$ cat config.mk
export PLATFORM = sky130hd
export DESIGN_NAME = ruci_front
export DESIGN_NICKNAME = d
export VERILOG_FILES = /design/src/rtl/ray_unit_cube_intersect_macros.svh /design/src/rtl/ruci_pkg.sv /design/src/rtl/ruci_front.sv
export SDC_FILE = /design/constraint.sdc
export NUM_CORES = 1
export LEC_CHECK = 0
export BUFFER_PORTS_ARGS = -buffer_cell sky130_fd_sc_hd__buf_2
export CAP_MARGIN = 20
export CELL_PAD_IN_SITES_DETAIL_PLACEMENT = 0
export CELL_PAD_IN_SITES_GLOBAL_PLACEMENT = 1
export CORE_AREA = 2 2 234 236
export CTS_CLUSTER_SIZE = 16
export DETAILED_ROUTE_END_ITERATION = 8
export DIE_AREA = 0 0 236 238
export GPL_TIMING_DRIVEN = 0
export MAX_ROUTING_LAYER = met4
export PLACE_DENSITY = 0.81
export SYNTH_ARGS = -nofsm -noshare
export SYNTH_HDL_FRONTEND = slang
export SYNTH_SLANG_ARGS = --single-unit
$ cat constraint.sdc
create_clock -name clk -period 52.3 [get_ports clk]
set_clock_uncertainty 0.15 [all_clocks]
set_input_delay 7.845 -clock clk [delete_from_list [all_inputs] [get_ports clk]]
set_output_delay 7.845 -clock clk [all_outputs]
set_load 0.01 [all_outputs]
$ cat src/rtl/ray_unit_cube_intersect_macros.svh
// Assertion macros shared by the ray / unit cube intersection RTL.
`ifndef RAY_UNIT_CUBE_INTERSECT_MACROS_SVH
`define RAY_UNIT_CUBE_INTERSECT_MACROS_SVH
`ifndef SYNTHESIS
// Same-cycle implication, sampled on clk, off while rst_n is low
`define RUCI_ASSERT_IMP(lbl, ante, cons) \
  lbl: assert property (@(posedge clk) disable iff (!rst_n) (ante) |-> (cons)) \
    else $error("ruci: assertion failed");
// Next-cycle implication, sampled on clk, off while rst_n is low
`define RUCI_ASSERT_NXT(lbl, ante, cons) \
  lbl: assert property (@(posedge clk) disable iff (!rst_n) (ante) |=> (cons)) \
    else $error("ruci: assertion failed");
`else
`define RUCI_ASSERT_IMP(lbl, ante, cons)
`define RUCI_ASSERT_NXT(lbl, ante, cons)
`endif
`endif

$ cat src/rtl/ruci_pkg.sv
// Shared constants, item types and face tables for the ray / unit cube intersection block.
package ruci_pkg;

  // Coordinate format: signed, CW bits, FB fraction bits
  localparam int CW = 32;
  localparam int FB = 16;
  // Internal t width (magnitude capped at 2^62)
  localparam int TW = 64;
  // Slab divider: numerator magnitude width and quotient width
  localparam int NW = CW + 1;
  localparam int NB = NW + FB;
  localparam int QUEUE_DEPTH_DEF = 4;

  localparam logic signed [CW-1:0] HALF    = CW'(64'd1 << (FB - 1));
  localparam logic signed [CW-1:0] QUARTER = CW'(64'd1 << (FB - 2));

  // Alignment of a Q.FB value onto Q0.16
  localparam int SH_R = (FB >= 16) ? FB - 16 : 0;
  localparam int SH_L = (FB < 16) ? 16 - FB : 0;

  // Face codes
  localparam logic [2:0] FACE_NX = 3'd0;
  localparam logic [2:0] FACE_PX = 3'd1;
  localparam logic [2:0] FACE_NY = 3'd2;
  localparam logic [2:0] FACE_PY = 3'd3;
  localparam logic [2:0] FACE_NZ = 3'd4;
  localparam logic [2:0] FACE_PZ = 3'd5;

  // Axis codes
  localparam logic [1:0] AX_X = 2'd0;
  localparam logic [1:0] AX_Y = 2'd1;
  localparam logic [1:0] AX_Z = 2'd2;

  typedef struct packed {
    logic signed [CW-1:0] origin_x;
    logic signed [CW-1:0] origin_y;
    logic signed [CW-1:0] origin_z;
    logic signed [CW-1:0] dir_x;
    logic signed [CW-1:0] dir_y;
    logic signed [CW-1:0] dir_z;
  } ruci_in_t;

  typedef struct packed {
    logic                 hit;
    logic signed [CW-1:0] t_hit;
    logic [2:0]           face;
    logic signed [CW-1:0] point_x;
    logic signed [CW-1:0] point_y;
    logic signed [CW-1:0] point_z;
    logic [15:0]          tex_u;
    logic [15:0]          tex_v;
  } ruci_out_t;

  // Classified ray, as handed from the front end to the back end
  typedef struct packed {
    logic                 par_miss;  // some parallel axis lies outside its slab
    logic [2:0]           dzero;     // direction component is zero
    logic [2:0]           dneg;
    logic [2:0][CW-1:0]   dmag;
    logic [2:0]           aneg;      // sign of -0.5 - origin
    logic [2:0][NW-1:0]   amag;
    logic [2:0]           bneg;      // sign of +0.5 - origin
    logic [2:0][NW-1:0]   bmag;
    logic [2:0][CW-1:0]   org;
  } ruci_cls_t;

  // Cube-map selection per face: u/v source axis and quarter offset
  typedef struct packed {
    logic [1:0] uax;
    logic [1:0] uoff;
    logic [1:0] vax;
    logic [1:0] voff;
  } ruci_uv_sel_t;

  function automatic ruci_uv_sel_t uv_sel(input logic [2:0] face);
    ruci_uv_sel_t s;
    case (face)
      FACE_NX: s = '{uax: AX_Y, uoff: 2'd1, vax: AX_Z, voff: 2'd3};
      FACE_PX: s = '{uax: AX_Y, uoff: 2'd1, vax: AX_Z, voff: 2'd1};
      FACE_NY: s = '{uax: AX_X, uoff: 2'd1, vax: AX_Z, voff: 2'd3};
      FACE_PY: s = '{uax: AX_X, uoff: 2'd0, vax: AX_Z, voff: 2'd1};
      FACE_NZ: s = '{uax: AX_Y, uoff: 2'd1, vax: AX_X, voff: 2'd0};
      FACE_PZ: s = '{uax: AX_Y, uoff: 2'd2, vax: AX_X, voff: 2'd1};
      default: s = '0;
    endcase
    return s;
  endfunction

endpackage

$ cat src/rtl/ruci_front.sv
// Front end: accepts rays and classifies them into slab numerators and direction magnitudes.
module ruci_front import ruci_pkg::*; (
  input  logic      clk,
  input  logic      rst_n,
  input  logic      push,
  input  ruci_in_t  in_data,
  output logic      full,
  output logic      q_push,
  output ruci_cls_t q_data,
  input  logic      q_full
);

  logic      valid_r, valid_nxt;
  ruci_cls_t cls_r, cls_nxt;
  logic      accept;

  logic signed [CW-1:0] org [3];
  logic signed [CW-1:0] dir [3];

  assign org[0] = in_data.origin_x;
  assign org[1] = in_data.origin_y;
  assign org[2] = in_data.origin_z;
  assign dir[0] = in_data.dir_x;
  assign dir[1] = in_data.dir_y;
  assign dir[2] = in_data.dir_z;

  // One-entry holding register in front of the queue
  assign full      = valid_r && q_full;
  assign accept    = push && !full;
  assign q_push    = valid_r && !q_full;
  assign q_data    = cls_r;
  assign valid_nxt = accept || (valid_r && q_full);

  // Classification: slab numerators, magnitudes, signs, parallel test
  always_comb begin
    logic signed [CW+1:0] om, hx, na, nb, nna, nnb;
    logic [CW-1:0]        dn;
    cls_nxt = '0;
    hx = {2'b00, HALF};
    for (int i = 0; i < 3; i++) begin
      om  = {{2{org[i][CW-1]}}, org[i]};
      na  = -hx - om;
      nb  = hx - om;
      nna = -na;
      nnb = -nb;
      dn  = -dir[i];
      cls_nxt.aneg[i]  = na[CW+1];
      cls_nxt.amag[i]  = na[CW+1] ? nna[NW-1:0] : na[NW-1:0];
      cls_nxt.bneg[i]  = nb[CW+1];
      cls_nxt.bmag[i]  = nb[CW+1] ? nnb[NW-1:0] : nb[NW-1:0];
      cls_nxt.dzero[i] = (dir[i] == '0);
      cls_nxt.dneg[i]  = dir[i][CW-1];
      cls_nxt.dmag[i]  = dir[i][CW-1] ? dn : dir[i];
      cls_nxt.org[i]   = org[i];
      if ((dir[i] == '0) && ((org[i] < -HALF) || (org[i] > HALF))) begin
        cls_nxt.par_miss = 1'b1;
      end
    end
  end

  always_ff @(posedge clk) begin
    if (!rst_n) begin
      valid_r <= 1'b0;
    end else begin
      valid_r <= valid_nxt;
    end
  end

  always_ff @(posedge clk) begin
    if (accept) begin
      cls_r <= cls_nxt;
    end
  end

endmodule

# Word level (Yosys, flattened, before mapping)
# Index checks and enable logic that the tools add are counted.
[word_totals]
wordCells = 68
input_bits = 196
regBits = 404
output_inout_bits = 405
[classes]
n_reduce_logical = 16
magnitude_cmp = 6
muxes = 10
add_sub_neg = 15
[op_table]
columns = ["operator", "n"]
rows = [
  ["$mux W33", 6],
  ["$neg A33 Y33", 6],
  ["$sub A16 B32 Y33 const A", 3],
  ["$sub A17 B32 Y33 const A", 3],
  ["$gt A32 B17 Y1 const B", 3],
  ["$logic_not A32 Y1", 3],
  ["$lt A32 B16 Y1 const B", 3],
  ["$neg A32 Y32", 3],
  ["$mux W31", 3],
  ["$logic_and A1 B1 Y1", 6],
  ["$logic_or A1 B1 Y1", 4],
  ["$logic_not A1 Y1", 2],
  ["$reduce_or A2 Y1", 1],
  ["$mux W1", 1],
]

# Depth between registers and ports, before layout
[logic_depth]
ltp_word = 4
depth_mapped = 14
ltp_nobuf = 11

# Least setup slack after synthesis
# No wires, ideal clock.
[synth_timing]
kind = "input to register"
start = "input port q_full"
end = "register cls_r (netlist bit q_data[0]) (enable)"
cell_stages = 2
required_time_ns = 50.941
n_path_buf = 0
t_arrival_ns = 25.465
setup_slack_ns = 25.476
setup_ns = 1.209
path_cell_list = "and2_1 > nor2b_1"
[synth_between]
elab_chain_cells = 3
[synth_lines]
columns = ["element", "line", "text"]
rows = [
  ["from (decl)", "ruci_front.sv:10", "input logic q_full"],
  ["$logic_and A1 B1 Y1", "ruci_front.sv:28", "assign full = valid_r && q_full;"],
  ["$logic_not A1 Y1", "ruci_front.sv:29", "assign accept = push && !full;"],
  ["$logic_and A1 B1 Y1", "ruci_front.sv:29", ""],
  ["via accept", "ruci_front.sv:15", "logic accept;"],
  ["to (signal assigned)", "ruci_front.sv:71", "cls_r <= cls_nxt;"],
  ["to (decl)", "ruci_front.sv:14", "ruci_cls_t cls_r, cls_nxt;"],
]
# The timed path passes the listed nets, and every way through them passes these cells.
# A chain may end at the register's enable or synchronous reset.

# Worst setup path after layout
[layout_timing]
start = "input port q_full"
end = "output port full"
[layout_between]
elab_chain_cells = 1
[layout_lines]
columns = ["element", "line", "text"]
rows = [
  ["$logic_and A1 B1 Y1", "ruci_front.sv:28", ""],
  ["to (decl)", "ruci_front.sv:7", "output logic full,"],
]
# No other way between the ends.

==> results.json <==
{
  "slowest_delay_ps": 190,
  "hold_buffers": 0,
  "cts_setup_buffers": 0,
  "via_per_inst": 5.56,
  "yosys-top-cells-area": "edfxtp_1 53%, xnor2_1 11%, xor2_1 3.9%",
  "path_clk_slew_ps": 60,
  "grt_pass1_wl_mm": 109,
  "yosysTopAreaCell": "edfxtp_1",
  "layout_commonest_cell": "buf_2",
  "drt_pass1_iterations": 5,
  "layout.nets": 2939,
  "r2r_start": "valid_r",
  "core_um2": 53500,
  "hold_viol": 0,
  "ys_seq_area_share_pct": 53.1,
  "synthFlopType": "edfxtp_1",
  "drc": 0,
  "crit_start": "q_full",
  "hold_slack_ps": 509,
  "grt_max_degree": 40,
  "tightest_slew_ps": 1010,
  "arrival_ps": 8290,
  "slew_viol_final": 0,
  "cts_tree": "yes",
  "cts_resized": 0,
  "synth_area_um2": 22500,
  "ios": 601,
  "cap_violations": 0,
  "port_buffers": 600,
  "cts_made_buffers": 44,
  "slew_headroom_pct": 32.1,
  "cpLargestDelayFamily": "buffers and inverters",
  "final_cell_mix": "621 x buf_2, 397 x edfxtp_1, 275 x xnor2_1",
  "crit_path_max_fanout": 3,
  "ys_async_sr_fraction_pct": 0,
  "grt_usage_pct": 25.9,
  "die_h_um": 238,
  "holdCritPathClass": "reg -> reg",
  "rsz0062_at_grt": "no",
  "ys_warn_count": 0,
  "syn_inst": 2075,
  "cp-start-kind": "input pin",
  "initial_utilization_pct": 42.0,
  "layout-drive-gt1-share_pct": 26.9,
  "routabilityCongestion": 0.937,
  "max_freq_mhz": 61.4,
  "powerDensity_nw_per_um2": 29.7,
  "post-route-period-util_pct": 31.1,
  "vdd_drop_max_v": 0.0000332,
  "overflow": 0,
  "worstSetupPathDepth": 3,
  "critPathKind": "in -> out",
  "die_x_um": 236,
  "critPathCaptureType": "primary output",
  "antenna_found_initial": 1,
  "insertion_delay_ps": 560,
  "setup_viol_count_final": 0,
  "yosysTopAreaCellShare_pct": 53.0,
  "r2r_cells": 6,
  "synth-edff-count": 397,
  "die-area_um2": 56200,
  "p_leak_nw": 10.4,
  "fillers": 4866,
  "drt-initial-drc-count": 1318,
  "worst-endpoint-required_ps": 44310,
  "clk_path_buf_depth": 3,
  "cts_root_buf": "clkbuf_16",
  "wl_mm": 73.0,
  "hpwl_mm": 57.1,
  "synth_cell_types": 92,
  "min-delay-start": "valid_r",
  "h-tree-depth": 2,
  "crit_chain": "buf_2 -> and2_1 -> buf_2",
  "vias": 19300,
  "status": "complete, no violations",
  "min_path_cells": 2,
  "crit_slowest_cell": "and2_1",
  "finalSetupTns_ps": 0,
  "clkSinkCount": 398,
  "avgSynthCellArea_um2": 10.8,
  "post-route-util_pct": 52.4,
  "placementRows": 85,
  "synth.ff_latch_count": 398,
  "min_period_ps": 16280,
  "crit_top_cell": "buf_2",
  "grt_pass1_vias": 18400,
  "ant_nets": 0,
  "area_growth_pct": 24.6,
  "critPathBufInv": 2,
  "wire_per_inst_um": 21.1
}
logic make-up after synthesis:
family | after synthesis | share of synthesized area (%)
simple gates | 754 | 17.7
flops | 398 | 53.1
xor+xnor | 374 | 14.6
compound gates | 369 | 10.9
buf+inv | 165 | 2.99
mux | 8 | 0.362
fa+ha+maj | 6 | 0.334
other cells | 1 | 0.0167
final cells by class:
cell class                 instances  area (um2)  share of cell area (%)
buffer                           128         533                    1.90
sequential                       398       11900                    42.6
multi-input combinational       1517        9900                    35.3
timing repair buffer             611        3220                    11.5
clock buffer                      53        1160                    4.13
antenna                            1        2.50                 0.00893
tap                              696         871                    3.11
clock inverter                    26         251                   0.898
inverter                          37         139                   0.496
state kept, by name (all words and copies together) (netlist names):
signal   count
q_data     397
valid_r      1
where the power goes:
part / internal, W / leakage [nW] / total [W] / switching [W]
Combinational: 0.0000506 / 5.84 / 0.000137 / 0.0000864
Clock: 0.000178 / 0.689 / 0.000305 / 0.000127
Sequential: 0.000383 / 3.85 / 0.000389 / 0.00000594
cell usage after synthesis, types with 5 or more instances:
master     count
edfxtp_1     397
xnor2_1      275
nor2_1       175
nand2_1      161
o21ai_0      102
xor2_1        99
clkbuf_1      91
nor3_1        72
a21oi_1       54
nand3_1       51
or3_1         51
o31ai_1       47
nor4_1        37
inv_1         36
a31oi_1       30
and3_1        28
nand2b_1      25
nand4_1       25
or4_1         24
buf_2         21
and2_1        16
a211oi_1      13
nor2b_1       13
o41ai_1       13
o211ai_1      10
o21a_1        10
o22ai_1       10
buf_1          9
and4_1         8
nor4b_1        8
o2111ai_1      8
or2_2          8
a21o_1         7
buf_4          7
mux2i_1        7
nand3b_1       7
nor3b_1        7
ha_1           6
nand4b_1       6
a31o_2         5
nor3_2         5
o21ai_1        5
final timing paths:
check                     end  slack (ps)
hold reg to reg       valid_r         510
setup / recovery         full       36020
setup reg to reg  q_data[349]       49510
hold / removal        valid_r         510
stage by stage:
| step | worst slack, ps | power (W) | cells | cell area, um2 |
|---|---|---|---|---|
| after floorplan | 25480 | 0.000481 | 2080 | 22500 |
| after global placement | 19250 | 0.000543 | 3376 | 26400 |
| after detailed placement | 36010 | 0.000532 | 3387 | 26600 |
| after CTS | 36010 | 0.000839 | 3466 | 28000 |
| after global routing | 36000 | 0.000865 | 3467 | 28000 |
| final | 36020 | 0.000831 | 3467 | 28000 |
worst reg2reg max path: cells and delay by family, from the launching register on:
kind	cells	cell delay, ps
buf+inv	4	1090
simple gates	2	930
flops	1	300
layer usage:
| layer | up-vias | GRT usage (%) | wire length, um |
|---|---|---|---|
| li1 | 8999 | - | - |
| met1 | 9337 | 32.7 | 30300 |
| met2 | 795 | 42.2 | 35300 |
| met3 | 132 | 4.58 | 4990 |
| met4 | 0 | 8.86 | 2420 |
| met5 | - | - | 0 |
No activity file was read; power rests on OpenSTA's default activity.
