`src/rtl/ray_unit_cube_intersect_macros.svh`:
```
// Assertion macros shared by the ray / unit cube intersection RTL.
`ifndef RAY_UNIT_CUBE_INTERSECT_MACROS_SVH
`define RAY_UNIT_CUBE_INTERSECT_MACROS_SVH
`ifndef SYNTHESIS
// Same-cycle implication, sampled on clk, off while rst_n is low
`define RUCI_ASSERT_IMP(lbl, ante, cons) \
  lbl: assert property (@(posedge clk) disable iff (!rst_n) (ante) |-> (cons)) \
    else $error("ruci: assertion failed");
// Next-cycle implication, sampled on clk, off while rst_n is low
`define RUCI_ASSERT_NXT(lbl, ante, cons) \
  lbl: assert property (@(posedge clk) disable iff (!rst_n) (ante) |=> (cons)) \
    else $error("ruci: assertion failed");
`else
`define RUCI_ASSERT_IMP(lbl, ante, cons)
`define RUCI_ASSERT_NXT(lbl, ante, cons)
`endif
`endif

```
`src/rtl/ruci_pkg.sv`:
```
// Shared constants, item types and face tables for the ray / unit cube intersection block.
package ruci_pkg;

  // Coordinate format: signed, CW bits, FB fraction bits
  localparam int CW = 32;
  localparam int FB = 16;
  // Internal t width (magnitude capped at 2^62)
  localparam int TW = 64;
  // Slab divider: numerator magnitude width and quotient width
  localparam int NW = CW + 1;
  localparam int NB = NW + FB;
  localparam int QUEUE_DEPTH_DEF = 4;

  localparam logic signed [CW-1:0] HALF    = CW'(64'd1 << (FB - 1));
  localparam logic signed [CW-1:0] QUARTER = CW'(64'd1 << (FB - 2));

  // Alignment of a Q.FB value onto Q0.16
  localparam int SH_R = (FB >= 16) ? FB - 16 : 0;
  localparam int SH_L = (FB < 16) ? 16 - FB : 0;

  // Face codes
  localparam logic [2:0] FACE_NX = 3'd0;
  localparam logic [2:0] FACE_PX = 3'd1;
  localparam logic [2:0] FACE_NY = 3'd2;
  localparam logic [2:0] FACE_PY = 3'd3;
  localparam logic [2:0] FACE_NZ = 3'd4;
  localparam logic [2:0] FACE_PZ = 3'd5;

  // Axis codes
  localparam logic [1:0] AX_X = 2'd0;
  localparam logic [1:0] AX_Y = 2'd1;
  localparam logic [1:0] AX_Z = 2'd2;

  typedef struct packed {
    logic signed [CW-1:0] origin_x;
    logic signed [CW-1:0] origin_y;
    logic signed [CW-1:0] origin_z;
    logic signed [CW-1:0] dir_x;
    logic signed [CW-1:0] dir_y;
    logic signed [CW-1:0] dir_z;
  } ruci_in_t;

  typedef struct packed {
    logic                 hit;
    logic signed [CW-1:0] t_hit;
    logic [2:0]           face;
    logic signed [CW-1:0] point_x;
    logic signed [CW-1:0] point_y;
    logic signed [CW-1:0] point_z;
    logic [15:0]          tex_u;
    logic [15:0]          tex_v;
  } ruci_out_t;

  // Classified ray, as handed from the front end to the back end
  typedef struct packed {
    logic                 par_miss;  // some parallel axis lies outside its slab
    logic [2:0]           dzero;     // direction component is zero
    logic [2:0]           dneg;
    logic [2:0][CW-1:0]   dmag;
    logic [2:0]           aneg;      // sign of -0.5 - origin
    logic [2:0][NW-1:0]   amag;
    logic [2:0]           bneg;      // sign of +0.5 - origin
    logic [2:0][NW-1:0]   bmag;
    logic [2:0][CW-1:0]   org;
  } ruci_cls_t;

  // Cube-map selection per face: u/v source axis and quarter offset
  typedef struct packed {
    logic [1:0] uax;
    logic [1:0] uoff;
    logic [1:0] vax;
    logic [1:0] voff;
  } ruci_uv_sel_t;

  function automatic ruci_uv_sel_t uv_sel(input logic [2:0] face);
    ruci_uv_sel_t s;
    case (face)
      FACE_NX: s = '{uax: AX_Y, uoff: 2'd1, vax: AX_Z, voff: 2'd3};
      FACE_PX: s = '{uax: AX_Y, uoff: 2'd1, vax: AX_Z, voff: 2'd1};
      FACE_NY: s = '{uax: AX_X, uoff: 2'd1, vax: AX_Z, voff: 2'd3};
      FACE_PY: s = '{uax: AX_X, uoff: 2'd0, vax: AX_Z, voff: 2'd1};
      FACE_NZ: s = '{uax: AX_Y, uoff: 2'd1, vax: AX_X, voff: 2'd0};
      FACE_PZ: s = '{uax: AX_Y, uoff: 2'd2, vax: AX_X, voff: 2'd1};
      default: s = '0;
    endcase
    return s;
  endfunction

endpackage

```
`src/rtl/ruci_queue.sv`:
```
// Short queue of classified rays between the front end and the back end.
`include "ray_unit_cube_intersect_macros.svh"
module ruci_queue import ruci_pkg::*; #(
  parameter int DEPTH = QUEUE_DEPTH_DEF
) (
  input  logic      clk,
  input  logic      rst_n,
  input  logic      push,
  input  ruci_cls_t wdata,
  output logic      full,
  input  logic      pop,
  output ruci_cls_t rdata,
  output logic      empty
);

  localparam int AW   = (DEPTH > 1) ? $clog2(DEPTH) : 1;
  localparam int CNTW = $clog2(DEPTH + 1);

  ruci_cls_t       mem_r [DEPTH];
  logic [AW-1:0]   wp_r, wp_nxt, rp_r, rp_nxt;
  logic [CNTW-1:0] cnt_r, cnt_nxt;
  logic            push_ok, pop_ok;

  assign full    = (cnt_r == CNTW'(DEPTH));
  assign empty   = (cnt_r == '0);
  assign rdata   = mem_r[rp_r];
  assign push_ok = push && !full;
  assign pop_ok  = pop && !empty;

  // Pointer and count update
  always_comb begin
    wp_nxt  = wp_r;
    rp_nxt  = rp_r;
    cnt_nxt = cnt_r;
    if (push_ok) begin
      wp_nxt = (wp_r == AW'(DEPTH - 1)) ? '0 : wp_r + 1'b1;
    end
    if (pop_ok) begin
      rp_nxt = (rp_r == AW'(DEPTH - 1)) ? '0 : rp_r + 1'b1;
    end
    if (push_ok && !pop_ok) begin
      cnt_nxt = cnt_r + 1'b1;
    end else if (pop_ok && !push_ok) begin
      cnt_nxt = cnt_r - 1'b1;
    end
  end

  always_ff @(posedge clk) begin
    if (!rst_n) begin
      wp_r  <= '0;
      rp_r  <= '0;
      cnt_r <= '0;
    end else begin
      wp_r  <= wp_nxt;
      rp_r  <= rp_nxt;
      cnt_r <= cnt_nxt;
    end
  end

  always_ff @(posedge clk) begin
    if (push_ok) begin
      mem_r[wp_r] <= wdata;
    end
  end

  `RUCI_ASSERT_IMP(a_cnt_bound, 1'b1, cnt_r <= CNTW'(DEPTH))
  `RUCI_ASSERT_NXT(a_cnt_inc, push_ok && !pop_ok, cnt_r == CNTW'($past(cnt_r) + 1'b1))
  `RUCI_ASSERT_NXT(a_cnt_dec, pop_ok && !push_ok, cnt_r == CNTW'($past(cnt_r) - 1'b1))

endmodule

```
`config.mk`:
```
export PLATFORM = sky130hd
export DESIGN_NAME = ruci_queue
export DESIGN_NICKNAME = d
export VERILOG_FILES = /design/src/rtl/ruci_pkg.sv /design/src/rtl/ruci_queue.sv
export VERILOG_INCLUDE_DIRS = /design/src /design/src/rtl
export SDC_FILE = /design/constraint.sdc
export NUM_CORES = 1
export LEC_CHECK = 0
export ABC_CLOCK_PERIOD_IN_PS = 12700
export BUFFER_PORTS_ARGS = -buffer_cell sky130_fd_sc_hd__buf_2
export CORE_UTILIZATION = 30
export CTS_BUF_LIST = sky130_fd_sc_hd__clkbuf_2
export DETAILED_ROUTE_END_ITERATION = 16
export PLACE_DENSITY = 0.59
export SLEW_MARGIN = 25
export SYNTH_ARGS = -nofsm -noshare
export SYNTH_HDL_FRONTEND = slang
export SYNTH_SLANG_ARGS = --single-unit
```
`constraint.sdc`:
```
create_clock -name clk -period 12.7 [get_ports clk]
set_input_delay 2.54 -clock clk [delete_from_list [all_inputs] [get_ports clk]]
set_output_delay 2.54 -clock clk [all_outputs]
set_load 0.05 [all_outputs]
```
* After elaboration in Yosys (flattened, before gate mapping)
Memory sizes are Yosys's and may differ from the RTL's. A register that Yosys moved wholly into a read port is not among the register bits.
Index checks and enable logic that the tools add are counted.
** Word-level totals
- Flip-flop bits (word level) :: 7
- Memory bits (writable) :: 1612
- Input port bits :: 407
- Output and inout bits :: 405
- Logic and storage cells :: 29
- Memories kept :: 1
** Cells by class
- $add $sub $neg :: 4
- Equal/unequal tests :: 3
- Mux-type cells :: 8
- Reduce and logical (&&, ||, !) cells :: 10
** Memories
- mem_r :: words 4, width 403, rd ports 1, clocked after memory_dff 1, wr ports 1, line ruci_queue.sv:19 : ruci_cls_t mem_r [DEPTH];
** Operators with widths (number)
- two-way mux 2 bit :: 4
- two-way mux 3 bit :: 2
- adder 2 x 1 -> 2 bit, second input constant :: 2
- equality test 2 bit, second input constant :: 2
- logical AND 1 bit :: 4
- logical NOT 1 bit :: 4
- adder 3 x 1 -> 3 bit, second input constant :: 1
- equality test 3 bit, second input constant :: 1
- logical NOT 3 bit :: 1
- subtractor 3 x 1 -> 3 bit, second input constant :: 1
- two-way mux 1 bit :: 2
- nonzero test 2 bit :: 1

* Longest topological paths before layout
- Depth after elaboration :: 7
- Gate-level depth with buffers :: 9
- Depth with buffers taken out :: 8

* Worst setup path before layout
No wires, ideal clock.
- Kind :: input-to-reg
- From :: input push
- To :: memory mem_r[1][0] (netlist bit) (enable)
- Setup time :: 818 ps
- Arrival :: 12041 ps
- Data required time :: 11882 ps
- Slack :: -160 ps
- Stages :: 3
- Buffers on the path :: 1
- Cells stage by stage :: nor2b_1 > clkbuf_1 > and2_1
** On the way
- Word-level cells in the longest chain between the ends :: 3
** RTL lines
- from (decl) :: line ruci_queue.sv:8 : input logic push,
- logical AND 1 bit :: line ruci_queue.sv:27 : assign push_ok = push && !full;
- net push_ok :: line ruci_queue.sv:22 : logic push_ok, pop_ok;
- two-way mux 1 bit :: line ruci_queue.sv:61 : if (push_ok) begin
- two-way mux 1 bit (not written as such) :: line ruci_queue.sv:62 : mem_r[wp_r] <= wdata;
- to (decl) :: line ruci_queue.sv:19
The timed path passes the listed nets, and every way through them passes these cells.

==> run_summary.xml <==
<?xml version="1.0" encoding="UTF-8"?>
<metrics>
  <group name="status">
    <metric name="outcome" unit="">finished, final reports clean</metric>
  </group>
  <group name="grt">
    <metric name="grt_max_degree" unit="">130</metric>
    <metric name="grtUsageTotal" unit="%">13.7</metric>
    <metric name="grt-ovfl-total" unit="">0</metric>
    <metric name="grt_pass1_vias" unit="">29600</metric>
    <metric name="grt_first_pass_wirelength" unit="mm">197</metric>
    <metric name="initial_antenna_violation_count" unit="">77</metric>
  </group>
  <group name="yosys">
    <metric name="synth_mux_area_share" unit="%">15.5</metric>
    <metric name="synth-seq-area-share" unit="%">82.8</metric>
    <metric name="synth.cell_area" unit="sq mm">0.0587</metric>
    <metric name="synth.largest_area_cell" unit="">sky130_fd_sc_hd__edfxtp_1</metric>
    <metric name="yosys.cell_types.count" unit="">24</metric>
    <metric name="synthSimpleGateAreaFrac" unit="%">0.175</metric>
    <metric name="yosysTopAreaCellShare" unit="%">82.5</metric>
    <metric name="synthesis.nets" unit="">2570</metric>
    <metric name="synth_seq_cells" unit="">1621</metric>
    <metric name="synthesis.yosys.warnings" unit="">0</metric>
    <metric name="largest_family_of_logic_cells_by_synthesized_area" unit="">multiplexers</metric>
    <metric name="synth_xor_area_share" unit="%">0.0299</metric>
    <metric name="synth-adder-area-share" unit="%">0.162</metric>
    <metric name="netlist_instances" unit="">2156</metric>
    <metric name="synth-compound-area-share" unit="%">0.0512</metric>
    <metric name="postSynthAreaPerCell" unit="sq um">27.2</metric>
    <metric name="ys_top_cells_by_area" unit="">sky130_fd_sc_hd__edfxtp_1 83%, sky130_fd_sc_hd__mux4_2 15%, sky130_fd_sc_hd__buf_6 0.75%</metric>
  </group>
  <group name="worst_setup_path">
    <metric name="reg2reg_depth" unit="">5</metric>
    <metric name="worst_path_largest_cell_delay" unit="ns">0.91</metric>
    <metric name="critical_path_buf_inv_count" unit="">4</metric>
    <metric name="kind_of_launch_point_of_the_worst_setup_path" unit="">register</metric>
    <metric name="worst_ep_required_time" unit="ns">10.16</metric>
    <metric name="crit_path_top_delay_cell" unit="">sky130_fd_sc_hd__dfxtp_4</metric>
    <metric name="criticalPathCategory" unit="">reg2out</metric>
    <metric name="critical_path_arrival" unit="ns">5.11</metric>
    <metric name="crit_fanout" unit="">77</metric>
    <metric name="timing.critical_path.depth" unit="">5</metric>
    <metric name="worst_path_dominant_cell_family" unit="">buffers and inverters</metric>
    <metric name="crit_chain" unit="">buf_4 &gt; buf_12 &gt; buf_16 &gt; mux4_2 &gt; buf_2</metric>
    <metric name="end_kind" unit="">primary output</metric>
  </group>
  <group name="final_layout">
    <metric name="multi_input_comb_area" unit="sq mm">0.00936</metric>
    <metric name="register_area" unit="sq mm">0.0486</metric>
    <metric name="num-nets-final" unit="">3739</metric>
    <metric name="area.growth.synth_to_final" unit="%">17.8</metric>
    <metric name="layout-drive-gt1-share" unit="%">51.8</metric>
    <metric name="layout.cells.non_filler" unit="">6159</metric>
    <metric name="fillCellCount" unit="">18100</metric>
    <metric name="finalInstanceArea" unit="sq mm">0.0691</metric>
  </group>
  <group name="drt">
    <metric name="routed-via-count" unit="">28000</metric>
    <metric name="route.final.wire_length" unit="mm">137</metric>
    <metric name="detail_route.wl_per_cell" unit="um">22.3</metric>
    <metric name="drc" unit="">0</metric>
    <metric name="drtAntennaViolNets" unit="">0</metric>
    <metric name="number_of_violations_reported_at_the_end_of_detailed_routing_iteration_0" unit="">1452</metric>
    <metric name="drt_pre_antenna_iters" unit="">4</metric>
    <metric name="route.detailed.vias_per_inst" unit="">4.55</metric>
  </group>
  <group name="clocking">
    <metric name="cts_post_setup_buffers_inserted" unit="">0</metric>
    <metric name="cts_num_sinks" unit="">1621</metric>
    <metric name="post_cts.resized_instances" unit="">0</metric>
    <metric name="cts-root-buf" unit="">sky130_fd_sc_hd__clkbuf_2</metric>
    <metric name="clk_path_buf_depth" unit="">4</metric>
    <metric name="cts_made_buffers" unit="">420</metric>
    <metric name="holdBufCountCts" unit="">0</metric>
    <metric name="tritoncts" unit="">done</metric>
    <metric name="htree_levels" unit="">5</metric>
    <metric name="worstSkewPairLatency" unit="ns">1.83</metric>
    <metric name="post_cts_clock_slew_at_the_launch_and_capture_registers_of_the_worst_setup_and_hold_paths" unit="ns">0.12</metric>
  </group>
  <group name="floorplan">
    <metric name="start_util" unit="%">30.3</metric>
    <metric name="die_width" unit="um">444</metric>
    <metric name="core.rowCount" unit="">161</metric>
    <metric name="io_pins" unit="">812</metric>
    <metric name="fp.dieH" unit="um">444</metric>
    <metric name="floorplan.die_area" unit="sq mm">0.197</metric>
    <metric name="fp.coreArea" unit="sq mm">0.193</metric>
  </group>
  <group name="power">
    <metric name="power.density_cell_area" unit="mW/mm^2">216</metric>
    <metric name="leakage_power_summed_over_all_cells" unit="nW">23.2</metric>
    <metric name="total_power" unit="mW">14.9</metric>
    <metric name="max-vdd-ir-drop" unit="mV">0.137</metric>
  </group>
  <group name="placement">
    <metric name="replace_congestion" unit="">0.780</metric>
    <metric name="number_of_placed_instances_with_taps_included" unit="">5428</metric>
    <metric name="dp.final_hpwl" unit="mm">85.5</metric>
    <metric name="pre_cts_slack" unit="ns">6.59</metric>
    <metric name="standard_cell_area_after_detailed_placement" unit="sq mm">0.0656</metric>
    <metric name="portBuffers" unit="">811</metric>
  </group>
  <group name="timing">
    <metric name="rsz0062_at_grt" unit="">false</metric>
    <metric name="final.setup.worst_slack" unit="ns">5.05</metric>
    <metric name="post-route-period-util" unit="%">60.2</metric>
    <metric name="final_setup_violations" unit="">0</metric>
    <metric name="slew_violations" unit="">0</metric>
    <metric name="finalClockSkew" unit="ns">0.348</metric>
    <metric name="finalHoldWorstSlack" unit="ns">0.511</metric>
    <metric name="slew-limit-headroom" unit="%">26.3</metric>
    <metric name="max_clock_freq" unit="MHz">131</metric>
    <metric name="tightestPinTransition" unit="ns">1.11</metric>
    <metric name="hold_viol_final" unit="">0</metric>
    <metric name="post-route-min-period" unit="ns">7.65</metric>
  </group>
  <group name="min_path">
    <metric name="timing.hold.worst.class" unit="">reg2reg</metric>
    <metric name="hold_path_depth" unit="">2</metric>
  </group>
  <group name="flow_run">
    <metric name="cap_violations" unit="">0</metric>
  </group>
</metrics>
## state kept, by name, indices dropped and copies added (netlist names), named ones only
name and cells:
wp_r 2, cnt_r 3, rp_r 2, mem_r 1612
## power by group
part	total, mW	internal [mW]	switching, mW
Sequential	6.66	6.51	0.153
Clock	3.29	1.27	2.02
Combinational	4.96	1.38	3.58
## routing by layer
metal  global-route usage, %  routed length, um
met1                    14.5              48800
met2                    23.7              72600
met3                    5.11              10000
met4                    6.90               5620
met5                       0                309
## logic make-up after synthesis
logic type | count (synthesis)
AND/OR/NAND/NOR | 20
multiplexers | 406
XOR/XNOR | 2
adder cells (fa/ha/maj) | 7
flip-flops | 1621
AO/OA/AOI/OAI | 5
buffers and inverters | 95
## worst reg2reg max path, delay by kind of cell, from the launching register on
kind / cells / cell delay, ns
and+or+nand+nor: 3 / 1.33
buffers and inverters: 2 / 1.38
DFF: 1 / 0.44
## final cells by class
class | instances | share of cell area (%)
Sequential cell | 1621 | 70.3
Multi-Input combinational cell | 440 | 13.5
Timing Repair Buffer | 839 | 6.48
Tap cell | 2526 | 4.57
Clock buffer | 586 | 4.24
Clock inverter | 107 | 0.710
Antenna cell | 37 | 0.134
Inverter | 3 | 0.0163
## through the flow
stage                     utilization, %  setup TNS [ns]
after floorplan                        -          -64.04
after global placement              33.9               0
after detailed placement            33.9               0
after CTS                           35.7               0
after global routing                35.7               0
final                               35.7               0
## worst paths after layout
| kind | startpoint | endpoint | slack (ns) |
|---|---|---|---|
| worst min register to register | wp_r[1] | wp_r[1] | 0.51 |
| worst max register to register | cnt_r[1] | mem_r[3][233] | 8.61 |
| worst min-delay path | wp_r[1] | wp_r[1] | 0.51 |
| worst max-delay path | register | rdata[141] | 5.05 |
## cell usage in the layout, fill, tap and decap left out
| master | netlist | final |
|---|---|---|
| sky130_fd_sc_hd__a21boi_0 | 1 | 1 |
| sky130_fd_sc_hd__and2_1 | 5 | 1 |
| sky130_fd_sc_hd__and2_4 | 0 | 4 |
| sky130_fd_sc_hd__buf_12 | 0 | 15 |
| sky130_fd_sc_hd__buf_16 | 0 | 1 |
| sky130_fd_sc_hd__buf_2 | 42 | 811 |
| sky130_fd_sc_hd__buf_4 | 0 | 11 |
| sky130_fd_sc_hd__buf_6 | 39 | 1 |
| sky130_fd_sc_hd__bufinv_16 | 0 | 2 |
| sky130_fd_sc_hd__clkbuf_2 | 0 | 586 |
| sky130_fd_sc_hd__clkinv_1 | 0 | 77 |
| sky130_fd_sc_hd__clkinv_2 | 0 | 20 |
| sky130_fd_sc_hd__clkinvlp_4 | 0 | 3 |
| sky130_fd_sc_hd__dfxtp_1 | 9 | 7 |
| sky130_fd_sc_hd__dfxtp_4 | 0 | 2 |
| sky130_fd_sc_hd__diode_2 | 0 | 37 |
| sky130_fd_sc_hd__edfxtp_1 | 1612 | 1612 |
| sky130_fd_sc_hd__fa_1 | 1 | 1 |
| sky130_fd_sc_hd__ha_1 | 6 | 6 |
| sky130_fd_sc_hd__inv_1 | 3 | 3 |
| sky130_fd_sc_hd__inv_2 | 0 | 5 |
| sky130_fd_sc_hd__mux2i_1 | 3 | 3 |
| sky130_fd_sc_hd__mux4_2 | 403 | 403 |
| sky130_fd_sc_hd__nand2_1 | 6 | 6 |
| sky130_fd_sc_hd__nand3_1 | 2 | 2 |
| sky130_fd_sc_hd__nor2_1 | 2 | 2 |
| sky130_fd_sc_hd__nor2b_1 | 2 | 2 |
| sky130_fd_sc_hd__nor3_1 | 1 | 1 |
| sky130_fd_sc_hd__nor3b_1 | 1 | 1 |
| sky130_fd_sc_hd__o21ai_0 | 3 | 3 |
| sky130_fd_sc_hd__o31ai_1 | 1 | 1 |
| sky130_fd_sc_hd__or3_1 | 1 | 1 |
| sky130_fd_sc_hd__xnor2_1 | 1 | 1 |
| sky130_fd_sc_hd__xor2_1 | 1 | 1 |
## Yosys cell counts (all sizes together)
cell / instances
a21boi: 1
and2: 5
buf: 84
clkbuf: 8
dfxtp: 9
edfxtp: 1612
fa: 1
ha: 6
inv: 3
mux2i: 3
mux4: 403
nand2: 6
nand3: 2
nor2: 2
nor2b: 2
nor3: 1
nor3b: 1
o21ai: 3
o31ai: 1
or3: 1
xnor2: 1
xor2: 1
No activity file was read; power rests on OpenSTA's default activity.
